<file path="config.mk">
export PLATFORM = sky130hd
export DESIGN_NAME = thur_cmd_queue
export DESIGN_NICKNAME = d
export VERILOG_FILES = /design/src/rtl/thur_pkg.sv /design/src/rtl/thur_cmd_queue.sv
export SDC_FILE = /design/constraint.sdc
export NUM_CORES = 1
export LEC_CHECK = 0
export ABC_AREA = 1
export BUFFER_PORTS_ARGS = -buffer_cell sky130_fd_sc_hd__buf_2
export CORE_MARGIN = 1
export CORE_UTILIZATION = 51
export CTS_BUF_LIST = sky130_fd_sc_hd__clkbuf_8
export CTS_CLUSTER_SIZE = 20
export DETAILED_ROUTE_END_ITERATION = 10
export GPL_TIMING_DRIVEN = 0
export MAX_ROUTING_LAYER = met4
export PLACE_DENSITY = 0.85
export SLEW_MARGIN = 20
export SYNTH_ARGS = -nofsm -noshare
export SYNTH_HDL_FRONTEND = slang
export SYNTH_SLANG_ARGS = --single-unit
</file>
<file path="constraint.sdc">
create_clock -name clk_i -period 5.8 [get_ports clk_i]
set_clock_uncertainty 0.05 [all_clocks]
set_input_delay 0.87 -clock clk_i [delete_from_list [all_inputs] [get_ports clk_i]]
set_output_delay 0.87 -clock clk_i [all_outputs]
set_load 0.02 [all_outputs]
</file>
<file path="src/rtl/thur_pkg.sv">
// ----------------------------------------------------------------------------
// thur_pkg
// Shared types and constants for the trace history undo/redo core.
// ----------------------------------------------------------------------------
package thur_pkg;

  localparam int unsigned VALUE_W   = 32;
  localparam int unsigned TYPE_W    = 2;
  localparam int unsigned HELD_W    = 6;
  localparam int unsigned S_TDATA_W = 96;
  localparam int unsigned S_TUSER_W = 4;
  localparam int unsigned M_TDATA_W = 72;
  localparam int unsigned M_TUSER_W = 2;

  // Bit positions inside m_tuser.
  localparam int unsigned TUSER_RESTORE_BIT = 0;
  localparam int unsigned TUSER_END_BIT     = 1;

  typedef enum logic [1:0] {
    OP_RECORD = 2'd0,
    OP_UNDO   = 2'd1,
    OP_REDO   = 2'd2,
    OP_WIPE   = 2'd3
  } opcode_e;

  typedef enum logic [2:0] {
    CMD_STORE,
    CMD_SKIP,
    CMD_UNDO,
    CMD_REDO,
    CMD_WIPE
  } cmd_kind_e;

  typedef struct packed {
    cmd_kind_e                   kind;
    logic [TYPE_W-1:0]           ctype;
    logic signed [VALUE_W-1:0]   target_id;
    logic [VALUE_W-1:0]          old_value;
    logic [VALUE_W-1:0]          new_value;
  } cmd_t;

  typedef struct packed {
    logic                        restore_valid;
    logic signed [VALUE_W-1:0]   restore_id;
    logic [VALUE_W-1:0]          restore_value;
    logic                        last;
    logic                        end_reached;
    logic [HELD_W-1:0]           entries_held;
  } result_t;

endpackage

</file>
<file path="src/rtl/thur_cmd_queue.sv">
// ----------------------------------------------------------------------------
// thur_cmd_queue
// Two-entry queue of classified commands between front and back.
// ----------------------------------------------------------------------------
module thur_cmd_queue (
  input  logic           clk_i,
  input  logic           rst_ni,
  input  logic           push_valid_i,
  output logic           push_ready_o,
  input  thur_pkg::cmd_t push_cmd_i,
  output logic           pop_valid_o,
  input  logic           pop_ready_i,
  output thur_pkg::cmd_t pop_cmd_o
);
  import thur_pkg::*;

  cmd_t       slot_q [2];
  logic       wr_ptr_q, wr_ptr_d;
  logic       rd_ptr_q, rd_ptr_d;
  logic [1:0] count_q, count_d;
  logic       do_push, do_pop;

  assign push_ready_o = (count_q != 2'd2);
  assign pop_valid_o  = (count_q != 2'd0);
  assign pop_cmd_o    = slot_q[rd_ptr_q];

  assign do_push  = push_valid_i && push_ready_o;
  assign do_pop   = pop_valid_o && pop_ready_i;
  assign wr_ptr_d = wr_ptr_q ^ do_push;
  assign rd_ptr_d = rd_ptr_q ^ do_pop;

  always_comb begin
    count_d = count_q;
    if (do_push && !do_pop) begin
      count_d = count_q + 2'd1;
    end else if (do_pop && !do_push) begin
      count_d = count_q - 2'd1;
    end
  end

  always_ff @(posedge clk_i or negedge rst_ni) begin
    if (!rst_ni) begin
      wr_ptr_q <= 1'b0;
      rd_ptr_q <= 1'b0;
      count_q  <= 2'd0;
    end else begin
      wr_ptr_q <= wr_ptr_d;
      rd_ptr_q <= rd_ptr_d;
      count_q  <= count_d;
    end
  end

  always_ff @(posedge clk_i) begin
    if (do_push) begin
      slot_q[wr_ptr_q] <= push_cmd_i;
    end
  end

endmodule

</file>
==> results_dict.tcl <==
set metrics [dict create \
    outcome "completed" \
    dr.pass1.iters 4 \
    cp.required_ps 4880 \
    finalMaxSlewViolations 0 \
    grt_usage_pct 19.7 \
    r2r-start "count_q[0]" \
    synth_area_leaders "edfxtp_1 80%, nand2_1 16%, dfrtp_1 1.3%" \
    postRouteAntennaNets 0 \
    cts_tree "done" \
    endpoint_kind "primary output" \
    slew_headroom_pct 49.0 \
    synthCells 555 \
    ys_seq_elements 206 \
    synth.distinct_cells 12 \
    rows 44 \
    die_h_um 124 \
    yosysWarnings 0 \
    avgRoutedWirePerCell_um 15.0 \
    worst_pin_slew_ps 765 \
    clock.fmax_mhz 349 \
    grt_overflow 0 \
    syn2layout_area_growth_pct 26.0 \
    yosysSeqAreaShare_pct 81.8 \
    p_per_area_nw_per_um2 535 \
    vias 4830 \
    r2r_slack_ps 3230 \
    fin_crit_ps 2860 \
    root_buffer "clkbuf_8" \
    path_clk_slew_ps 60 \
    h-tree-depth 2 \
    p_total_mw 5.08 \
    via_per_inst 4.80 \
    p_leak_nw 4.20 \
    setup_viol 0 \
    fin_nets 909 \
    rr_worst_depth 4 \
    dieArea_sq_um 15300 \
    initial_core_util_pct 52.1 \
    setup-tns-final_ps 0 \
    placed_area_sq_um 8910 \
    yosysTopAreaCellShare_pct 80.5 \
    grt_pass1_vias 4690 \
    final_cells 1007 \
    hold_viol_final 0 \
    coreArea_sq_um 14500 \
    antenna_found_initial 1 \
    hold_buffers 0 \
    hold_path.class "in -> async" \
    rsz0062_at_grt "no" \
    drcViolationCount 0 \
    die_w_um 124 \
    clock-sinks 206 \
    globalplace.congestion 0.718 \
    post_cts_buffers 0 \
    design_area_sq_um 9500 \
    detailedPlacementHpwl_um 10200 \
    syn_nets 663 \
    synth.cell_area_sq_um 7540 \
    syn_avg_cell_area_sq_um 13.6 \
    cap_violations 0 \
    hold_ws_ps 135 \
    grt_max_degree 52 \
    nFillCells 1087 \
    drtIter0Drc 254 \
    r2r_end "slot_q[1][19]" \
    drive_above_1_share_pct 33.1 \
    grt_pass1_wl_um 21800 \
    startpoint_type "flip-flop" \
    cts_resized 0 \
    path_class "reg -> out" \
    numCtsBuffers 34 \
    arrival_ps 1940 \
    wl_um 15100 \
    io_buffer_count 207 \
    timing.final.crit_share_pct 49.4 \
    dp_cells 949 \
    io_pins 208 \
    clk-insertion-delay-late_ps 490 \
    clk_path_buf_depth 3 \
    synth_largest_area_cell "edfxtp_1" \
    peakVddDrop_mv 0.419 \
    worst-path-max-fanout 10 \
]
==> state kept, by name (all words and copies together), names as in the netlist <==
signal    cells
wr_ptr_q      1
slot_q      202
rd_ptr_q      1
count_q       2
==> synthesized netlist by cell type, drive strengths merged <==
cell and count:
a21boi 1, buf 19, clkbuf 3, dfrtp 4, edfxtp 202, ha 3, inv 7, nand2 312
nand3 2, nand4 1, xnor2 1
==> logic make-up (layout without fill, tap and decap cells) <==
logic type                 after synthesis  count (layout)  share of synthesized area (%)
AOI/OAI and AO/OA                        1               1                         0.0996
xor gates and xnor gates                 1               1                          0.116
adders and majority gates                3               3                          0.498
buffers and inverters                   29             296                           1.76
DFF                                    206             206                           81.8
other                                    0               1                              0
and+or+nand+nor                        315             315                           15.7
==> cell usage in the layout, fill, tap and decap left out <==
cell type / n
a21boi_0: 1
buf_12: 1
buf_16: 2
buf_2: 226
clkbuf_1: 3
clkbuf_8: 37
clkinv_1: 4
clkinv_2: 2
clkinv_4: 1
dfrtp_1: 4
diode_2: 1
edfxtp_1: 202
ha_1: 1
ha_4: 2
inv_1: 19
inv_2: 1
nand2_1: 312
nand3_1: 2
nand4_1: 1
xnor2_1: 1
==> critical path, cell delays in order (launching register included) <==
cell     delay (ps)
dfrtp_1         410
inv_2            70
buf_2           300
buf_2           310
nand2_1          90
nand2_1          90
buf_2           180
==> layout make-up <==
class / count / area (sq um) / share of cell area [%]
multi-input cells: 320 / 1270 / 13.3
plain buffers: 22 / 106 / 1.12
clock inverters: 20 / 82.6 / 0.869
clock buffers: 37 / 509 / 5.36
flip-flops and latches: 206 / 6170 / 64.9
inverters: 7 / 26.3 / 0.277
diodes: 1 / 2.50 / 0.0263
well taps: 184 / 230 / 2.42
repair buffers: 210 / 1110 / 11.7
==> power by group <==
group          internal, mW  switching, mW  total, mW
clock network         0.583          0.509       1.09
registers              2.03         0.0804       2.11
logic                 0.546           1.33       1.88
==> layer usage <==
| metal | track usage, % | wire length [um] |
|---|---|---|
| met1 | 21.3 | 5820 |
| met4 | 7.91 | 297 |
| met2 | 33.9 | 7810 |
| met3 | 5.77 | 1170 |
| met5 | - | 0 |
==> stage by stage <==
step | worst slack (ps) | util (%)
floorplan | 1660 | -
global placement | 265 | 60.8
detailed placement | 2730 | 61.5
CTS | 2900 | 65.6
global route | 2790 | 65.6
finish | 2940 | 65.6
==> worst max-delay path by stage <==
stage          cells after the start          from             to  slack [ps]
6_report                           6      rd_ptr_q  pop_cmd_o[64]        2940
5_1_grt                            6      rd_ptr_q  pop_cmd_o[73]        2790
4_1_cts                            6      rd_ptr_q  pop_cmd_o[73]        2900
3_3_place_gp                       3  push_valid_i  slot_q[1][59]         270
2_1_floorplan                      2  push_valid_i   slot_q[1][0]        1660
3_5_place_dp                       4  push_valid_i  slot_q[1][40]        2730
No activity file was read; power rests on OpenSTA's default activity.
