$ cat config.mk
export PLATFORM = sky130hd
export DESIGN_NAME = thur_front
export DESIGN_NICKNAME = d
export VERILOG_FILES = /design/src/rtl/thur_pkg.sv /design/src/rtl/thur_front.sv
export SDC_FILE = /design/constraint.sdc
export NUM_CORES = 1
export LEC_CHECK = 0
export BUFFER_PORTS_ARGS = -buffer_cell sky130_fd_sc_hd__buf_4
export CAP_MARGIN = 20
export CORE_AREA = 2 2 82 84
export CTS_CLUSTER_DIAMETER = 150
export DETAILED_ROUTE_END_ITERATION = 10
export DIE_AREA = 0 0 84 86
export PLACE_DENSITY = 0.66
export SLEW_MARGIN = 20
export SYNTH_ARGS = -nofsm -noshare
export SYNTH_HDL_FRONTEND = slang
export SYNTH_SLANG_ARGS = --single-unit
$ cat constraint.sdc
create_clock -name clk_i -period 1.5 [get_ports clk_i]
set_input_delay 0.075 -clock clk_i [delete_from_list [all_inputs] [get_ports clk_i]]
set_output_delay 0.075 -clock clk_i [all_outputs]
set_load 0.01 [all_outputs]
$ cat src/rtl/thur_pkg.sv
// ----------------------------------------------------------------------------
// thur_pkg
// Shared types and constants for the trace history undo/redo core.
// ----------------------------------------------------------------------------
package thur_pkg;

  localparam int unsigned VALUE_W   = 32;
  localparam int unsigned TYPE_W    = 2;
  localparam int unsigned HELD_W    = 6;
  localparam int unsigned S_TDATA_W = 96;
  localparam int unsigned S_TUSER_W = 4;
  localparam int unsigned M_TDATA_W = 72;
  localparam int unsigned M_TUSER_W = 2;

  // Bit positions inside m_tuser.
  localparam int unsigned TUSER_RESTORE_BIT = 0;
  localparam int unsigned TUSER_END_BIT     = 1;

  typedef enum logic [1:0] {
    OP_RECORD = 2'd0,
    OP_UNDO   = 2'd1,
    OP_REDO   = 2'd2,
    OP_WIPE   = 2'd3
  } opcode_e;

  typedef enum logic [2:0] {
    CMD_STORE,
    CMD_SKIP,
    CMD_UNDO,
    CMD_REDO,
    CMD_WIPE
  } cmd_kind_e;

  typedef struct packed {
    cmd_kind_e                   kind;
    logic [TYPE_W-1:0]           ctype;
    logic signed [VALUE_W-1:0]   target_id;
    logic [VALUE_W-1:0]          old_value;
    logic [VALUE_W-1:0]          new_value;
  } cmd_t;

  typedef struct packed {
    logic                        restore_valid;
    logic signed [VALUE_W-1:0]   restore_id;
    logic [VALUE_W-1:0]          restore_value;
    logic                        last;
    logic                        end_reached;
    logic [HELD_W-1:0]           entries_held;
  } result_t;

endpackage

$ cat src/rtl/thur_front.sv
// ----------------------------------------------------------------------------
// thur_front
// Holds the record enable register and classifies incoming transactions.
// ----------------------------------------------------------------------------
module thur_front (
  input  logic                           clk_i,
  input  logic                           rst_ni,
  input  logic                           cfg_valid_i,
  output logic                           cfg_ready_o,
  input  logic                           cfg_data_i,
  input  logic                           s_tvalid_i,
  output logic                           s_tready_o,
  input  logic [thur_pkg::S_TDATA_W-1:0] s_tdata_i,
  input  logic [thur_pkg::S_TUSER_W-1:0] s_tuser_i,
  output logic                           push_valid_o,
  input  logic                           push_ready_i,
  output thur_pkg::cmd_t                 push_cmd_o
);
  import thur_pkg::*;

  logic    rec_en_q, rec_en_d;
  opcode_e opcode;
  logic [TYPE_W-1:0]  ctype;
  logic [VALUE_W-1:0] old_value, new_value;

  assign cfg_ready_o = 1'b1;
  assign rec_en_d    = (cfg_valid_i) ? cfg_data_i : rec_en_q;

  always_ff @(posedge clk_i or negedge rst_ni) begin
    if (!rst_ni) begin
      rec_en_q <= 1'b0;
    end else begin
      rec_en_q <= rec_en_d;
    end
  end

  assign opcode    = opcode_e'(s_tuser_i[1:0]);
  assign ctype     = s_tuser_i[3:2];
  assign old_value = s_tdata_i[63:32];
  assign new_value = s_tdata_i[95:64];

  // A record that changes nothing and carries no mark is turned into a no-op here.
  always_comb begin
    push_cmd_o.ctype     = ctype;
    push_cmd_o.target_id = s_tdata_i[31:0];
    push_cmd_o.old_value = old_value;
    push_cmd_o.new_value = new_value;
    case (opcode)
      OP_RECORD: begin
        if (rec_en_q && ((old_value != new_value) || (ctype != '0))) begin
          push_cmd_o.kind = CMD_STORE;
        end else begin
          push_cmd_o.kind = CMD_SKIP;
        end
      end
      OP_UNDO: push_cmd_o.kind = CMD_UNDO;
      OP_REDO: push_cmd_o.kind = CMD_REDO;
      OP_WIPE: push_cmd_o.kind = CMD_WIPE;
      default: push_cmd_o.kind = CMD_SKIP;
    endcase
  end

  assign push_valid_o = s_tvalid_i;
  assign s_tready_o   = push_ready_i;

endmodule

==> impl_metrics.ini, run 1 <==
[worst_setup_path]
cp.arrival_ns = 1.63
cp_slowest_stage_delay_ns = 0.51
slowest_stage = or4_4
worstSetupStartpointType = primary input
crit_path_end_kind = primary output
path_class = primary input to primary output
path_max_fanout = 2
cpMostUsedCell = buf_4
worstPathCellList = buf_6, xor2_2, nor4_2, buf_4, nand4_1, or4_4, o21ai_2, buf_4
required_ns = 1.42

[sta]
setup_viol = 1
rsz0062_at_grt = true
period_needed_ns = 1.701
final.setup.worst_slack_ns = -0.2014
timing.final.crit_share_pct = 113.4
slew_viol_final = 0
fin_worst_skew_ns = 0
fmax_mhz = 587.7
finalHoldViolCount = 0

[route]
drc = 0
initialDrtViolationCount = 7
finalWirelength_um = 3447
final_antenna_net_count = 0
via_per_inst = 3.565
routedWlPerCell_um = 11.80
dr.pass1.iters = 4
vias = 1041

[pwr]
p_per_area_mw_per_mm2 = 316.1
leakagePower_nw = 0.9531
peakVddDrop_uv = 124.8

[final_layout]
top_register = rec_en_q
design_area_mm2 = 0.001798
num_antenna_cells = 0
stdcell_count = 292
drive_gt1_share_pct = 77.21
final_nets = 326
largest_reg_flops = 1
area_growth_pct = 48.60
top_regs = rec_en_q (1)

[logic_synthesis]
synth_seq_cells = 1
avgSynthCellArea_um2 = 7.756
synth_cell_types = 16
synth_xor_area_share_pct = 23.16
synth_area_mm2 = 0.001210
synth.yosys.seq_area_share_pct = 2.068
synth_largest_area_cell = buf_4
netlist.area_leader.share_pct = 62.67
synth_area_leaders = buf_4 (63%), xor2_1 (14%), xnor2_1 (8.7%), ha_1 (3.1%), nor4_1 (2.6%)
syn_nets = 265
synth_top_family_by_area = buffers and inverters
synth_compound_area_share_pct = 0.8273
yosys.area_share.simple_pct = 6.308
synth_warnings = 0
synthCells = 156
yosys-mux-area-fraction_pct = 0.9307
synthAdderAreaFrac_pct = 3.102

[floorplanning]
die-area_mm2 = 0.007224
start_util_pct = 19.27
die_h_um = 86
die_w_um = 84
ios = 210
num_rows = 29
fp.coreArea_mm2 = 0.006277

[run_status]
status = complete, but fails checks
violations = negative setup slack

[cts]
clk_latency_ns = 0

[global_routing]
first_global_vias = 1054
grt_overflow = 0
grt.total_usage_pct = 8.283
antenna_found_initial = 0
grt_max_degree = 4
grt_pass1_wl_um = 4968

[run]
max-cap-violations = 0

[place]
gp_congestion = 0.8104
place_area_mm2 = 0.001734
io_buffers = 140
dpl.cell_count = 290
dp.final_hpwl_um = 3254

[min_path]
min-delay-path-class = primary input to primary output
[metrics by stage]
| stage | util (%) | hold WS [ns] | setup TNS, ns | power, mW | setup slack, ns |
|---|---|---|---|---|---|
| 6_report | 28.64 | 0.1500 | -0.2014 | 0.5683 | -0.2014 |
| 3_5_place_dp | 27.63 | -0.1468 | -0.3430 | 0.5574 | -0.3430 |
| 3_3_place_gp | 27.63 | -0.1492 | -0.3719 | 0.5541 | -0.3719 |
| 5_1_grt | 28.64 | 0.1500 | -0.3064 | 0.6132 | -0.3064 |
| 4_1_cts | 28.24 | 0.1501 | -0.2520 | 0.5693 | -0.2520 |
| 2_1_floorplan | - | -0.2206 | 0 | 0.3931 | 0.1331 |
[placed cells by master (no fill, tap or decap), drive strengths merged]
| cell | count |
|---|---|
| or4 | 1 |
| xnor2 | 12 |
| nor4 | 5 |
| inv | 2 |
| nand2 | 1 |
| nand4 | 4 |
| nor2 | 1 |
| dfrtp | 1 |
| buf | 159 |
| o21ai | 2 |
| nand3 | 1 |
| xor2 | 20 |
| ha | 3 |
| mux2 | 1 |
| dlygate4sd3 | 1 |
| conb | 1 |
[worst paths after layout]
kind	startpoint	to	cells after the start	slack [ns]
worst max-delay path	s_tdata_i[33]	push_cmd_o[98]	8	-0.20
worst min-delay path	s_tdata_i[4]	push_cmd_o[68]	0	0.15
worst max register to register	rec_en_q$_DFFE_PN0P_	rec_en_q$_DFFE_PN0P_	1	0.77
worst min register to register	rec_en_q$_DFFE_PN0P_	rec_en_q$_DFFE_PN0P_	1	0.50
max in group asynchronous	rst_ni	rec_en_q$_DFFE_PN0P_	2	1.02
min in group asynchronous	rst_ni	rec_en_q$_DFFE_PN0P_	2	0.40
[cell type report]
cell class	instances	area, µm²
fillers	662	4479
repair buffers	160	1215
multi-input cells	52	454.2
well taps	77	96.34
flip-flops and latches	1	25.02
inverters	2	7.507
[Yosys cell counts]
cell type / number
buf_4: 101
conb_1: 1
dfrtp_1: 1
ha_1: 3
inv_1: 2
mux2_2: 1
nand2_1: 1
nand3_1: 1
nand4_1: 4
nor2_1: 1
nor4_1: 5
o21ai_0: 1
o21ai_1: 1
or4_1: 1
xnor2_1: 12
xor2_1: 20
[routing by layer]
layer  global-route usage (%)  vias to the layer above  wire [µm]
li1                         -                      510          -
met1                    9.731                      460       1253
met2                    15.78                       59       1870
met3                    1.444                       12        270
met4                    1.613                        0         53
met5                        0                        -          0
[worst max-delay path, delay by kind of cell]
kind / cells / cell delay [ns]
AO/OA/AOI/OAI: 1 / 0.14
buffers and inverters: 3 / 0.38
AND/OR/NAND/NOR: 3 / 0.87
XOR/XNOR: 1 / 0.16
[cell families (layout without fill, tap and decap cells)]
| family | count (synthesis) | count (layout) |
|---|---|---|
| buffers and inverters | 103 | 162 |
| xor gates and xnor gates | 32 | 32 |
| and+or+nand+nor | 13 | 13 |
| adders and majority gates | 3 | 3 |
| AOI/OAI and AO/OA | 2 | 2 |
| other | 1 | 1 |
| muxes | 1 | 1 |
| DFF | 1 | 1 |
[power by group]
part,switching [mW],internal (mW),total [mW]
Sequential,0.00135,0.0302,0.0315
Combinational,0.210,0.327,0.537
Clock,0,0,0
Total,0.212,0.357,0.568
[repair_timing]
action | in CTS | in global routing
pin swaps | 5 | 0
endpoints found under the setup margin | 1 | 1
hold buffers | 1 | 0
cloned | 0 | 0
buffers inserted | 1 | 0
hold endpoints to repair | 1 | 0
resized for setup | 5 | 4
No activity file was read; power rests on OpenSTA's default activity.
==> run 2, diff against run 1 <==
--- a/config.mk
+++ b/config.mk
@@ -11,6 +11,7 @@
 export CTS_CLUSTER_DIAMETER = 150
 export DETAILED_ROUTE_END_ITERATION = 10
 export DIE_AREA = 0 0 84 86
+export HOLD_SLACK_MARGIN = 0.06
 export PLACE_DENSITY = 0.66
 export SLEW_MARGIN = 20
 export SYNTH_ARGS = -nofsm -noshare
==> constraint.sdc (replaced) <==
create_clock -name clk_i -period 1.5 [get_ports clk_i]
set_input_delay 0.075 -clock clk_i [delete_from_list [all_inputs] [get_ports clk_i]]
set_output_delay 0.075 -clock clk_i [all_outputs]
set_load 0.1 [all_outputs]
==> impl_metrics.ini, run 2 (synthesized netlist as in run 1, its figures left out) <==
[floorplanning]
die_h_um = 86
num_rows = 29
fp.coreArea_mm2 = 0.006277
ios = 210
die-area_mm2 = 0.007224
start_util_pct = 19.27
die_w_um = 84

[cts]
clk_latency_ns = 0

[final_layout]
area_growth_pct = 52.64
drive_gt1_share_pct = 77.27
final_common_cell = buf_4
final_cell_mix = buf_4 (160), xor2_1 (20), xnor2_1 (12)
top_regs = rec_en_q (1)
stdcell_count = 297
utilization_pct = 29.42
largest_reg_flops = 1
final_nets = 331
fillCellCount = 662
design_area_mm2 = 0.001847
top_register = rec_en_q
num_antenna_cells = 0

[route]
initialDrtViolationCount = 8
final_antenna_net_count = 0
route.met3.wl_um = 459
finalWirelength_um = 3595
routedWlPerCell_um = 12.10
via_per_inst = 3.721
met2WireLength_um = 1882
drc = 0
top_layer = met4
vias = 1105
wl_met1_um = 1210
dr.pass1.iters = 4

[worst_setup_path]
crit_start = s_tdata_i[70]
path_class = primary input to primary output
required_ns = 1.42
crit_path_end_kind = primary output
reg2reg_slack_ns = 0.76
cp-endpoint = push_cmd_o[98]
worstSetupStartpointType = primary input
r2r_end = rec_en_q$_DFFE_PN0P_
worstPathCellList = buf_4, xor2_1, nor4_2, nand4_1, or4_4, o21ai_4, buf_12
crit_cells = 7
reg2reg_depth = 1
crit-reg2reg-launch = rec_en_q$_DFFE_PN0P_
slowest_stage = or4_4
critPathTopFamily = simple AND/OR/NAND/NOR gates
path_buf_inv = 2
path_max_fanout = 2
cp.arrival_ns = 1.72
cp_slowest_stage_delay_ns = 0.55

[run_status]
violations = negative setup slack
status = complete, but fails checks

[sta]
rsz0062_at_grt = true
period_needed_ns = 1.795
slew_viol_final = 0
fin_worst_skew_ns = 0
final.setup.worst_slack_ns = -0.2945
setup_viol = 1
fmax_mhz = 557.3
timing.final.crit_share_pct = 119.6
finalHoldViolCount = 0

[min_path]
min-delay-path-class = primary input to primary output

[place]
gp_congestion = 0.8211
dpl.cell_count = 296
place_area_mm2 = 0.001794
pre_cts_slack_ns = -0.4671
io_buffers = 140
dp.final_hpwl_um = 3357

[global_routing]
first_global_vias = 1171
grt.total_usage_pct = 8.903
grt_max_degree = 4
grt_overflow = 0
antenna_found_initial = 0
grt_pass1_wl_um = 5361

[pwr]
peakVddDrop_uv = 308.6
p_total_mw = 1.293
p_per_area_mw_per_mm2 = 700.0
leakagePower_nw = 0.9801

[run]
max-cap-violations = 0
## run 2: layout make-up
class	instances	area, µm²	share of cell area (%)
Timing Repair Buffer	165	1265	68.50
Tap cell	77	96.34	5.217
Multi-Input combinational cell	52	452.9	24.53
Sequential cell	1	25.02	1.355
Inverter	2	7.507	0.4065
## run 2: timing repair
| item | in CTS | in global routing |
|---|---|---|
| gates resized for setup | 9 | 0 |
| pin swaps | 1 | 1 |
| endpoints found under the hold margin | 1 | 0 |
| hold buffers | 1 | 0 |
| setup buffers | 0 | 0 |
| endpoints found under the setup margin | 1 | 1 |
## run 2: power by group
part	switching [mW]	internal, mW
clock	0	0
combinational	0.912	0.349
sequential	0.00153	0.0302
total	0.914	0.379
## run 2: worst min path at each step
stage | start | endpoint | slack, ns | cells past startpoint
after floorplan | rst_ni | rec_en_q$_DFFE_PN0P_ | -0.22 | 0
after global placement | rst_ni | rec_en_q$_DFFE_PN0P_ | -0.15 | 1
after detailed placement | rst_ni | rec_en_q$_DFFE_PN0P_ | -0.15 | 1
after CTS | s_tdata_i[8] | push_cmd_o[72] | 0.15 | 0
after global routing | s_tdata_i[5] | push_cmd_o[69] | 0.15 | 0
final | s_tdata_i[1] | push_cmd_o[65] | 0.15 | 0
## run 2: metrics by stage
stage                     hold slack [ns]  TNS, ns
after floorplan                   -0.2206  -0.2518
after global routing               0.1501  -0.3855
after detailed placement          -0.1478  -0.4671
after global placement            -0.1500  -0.4695
after CTS                          0.1507  -0.3256
final                              0.1500  -0.2945
## run 2: metal layers
metal,up-vias,GRT usage (%)
met3,4,2.310
met4,0,1.026
met5,-,0
met1,465,9.382
li1,520,-
met2,116,18.11
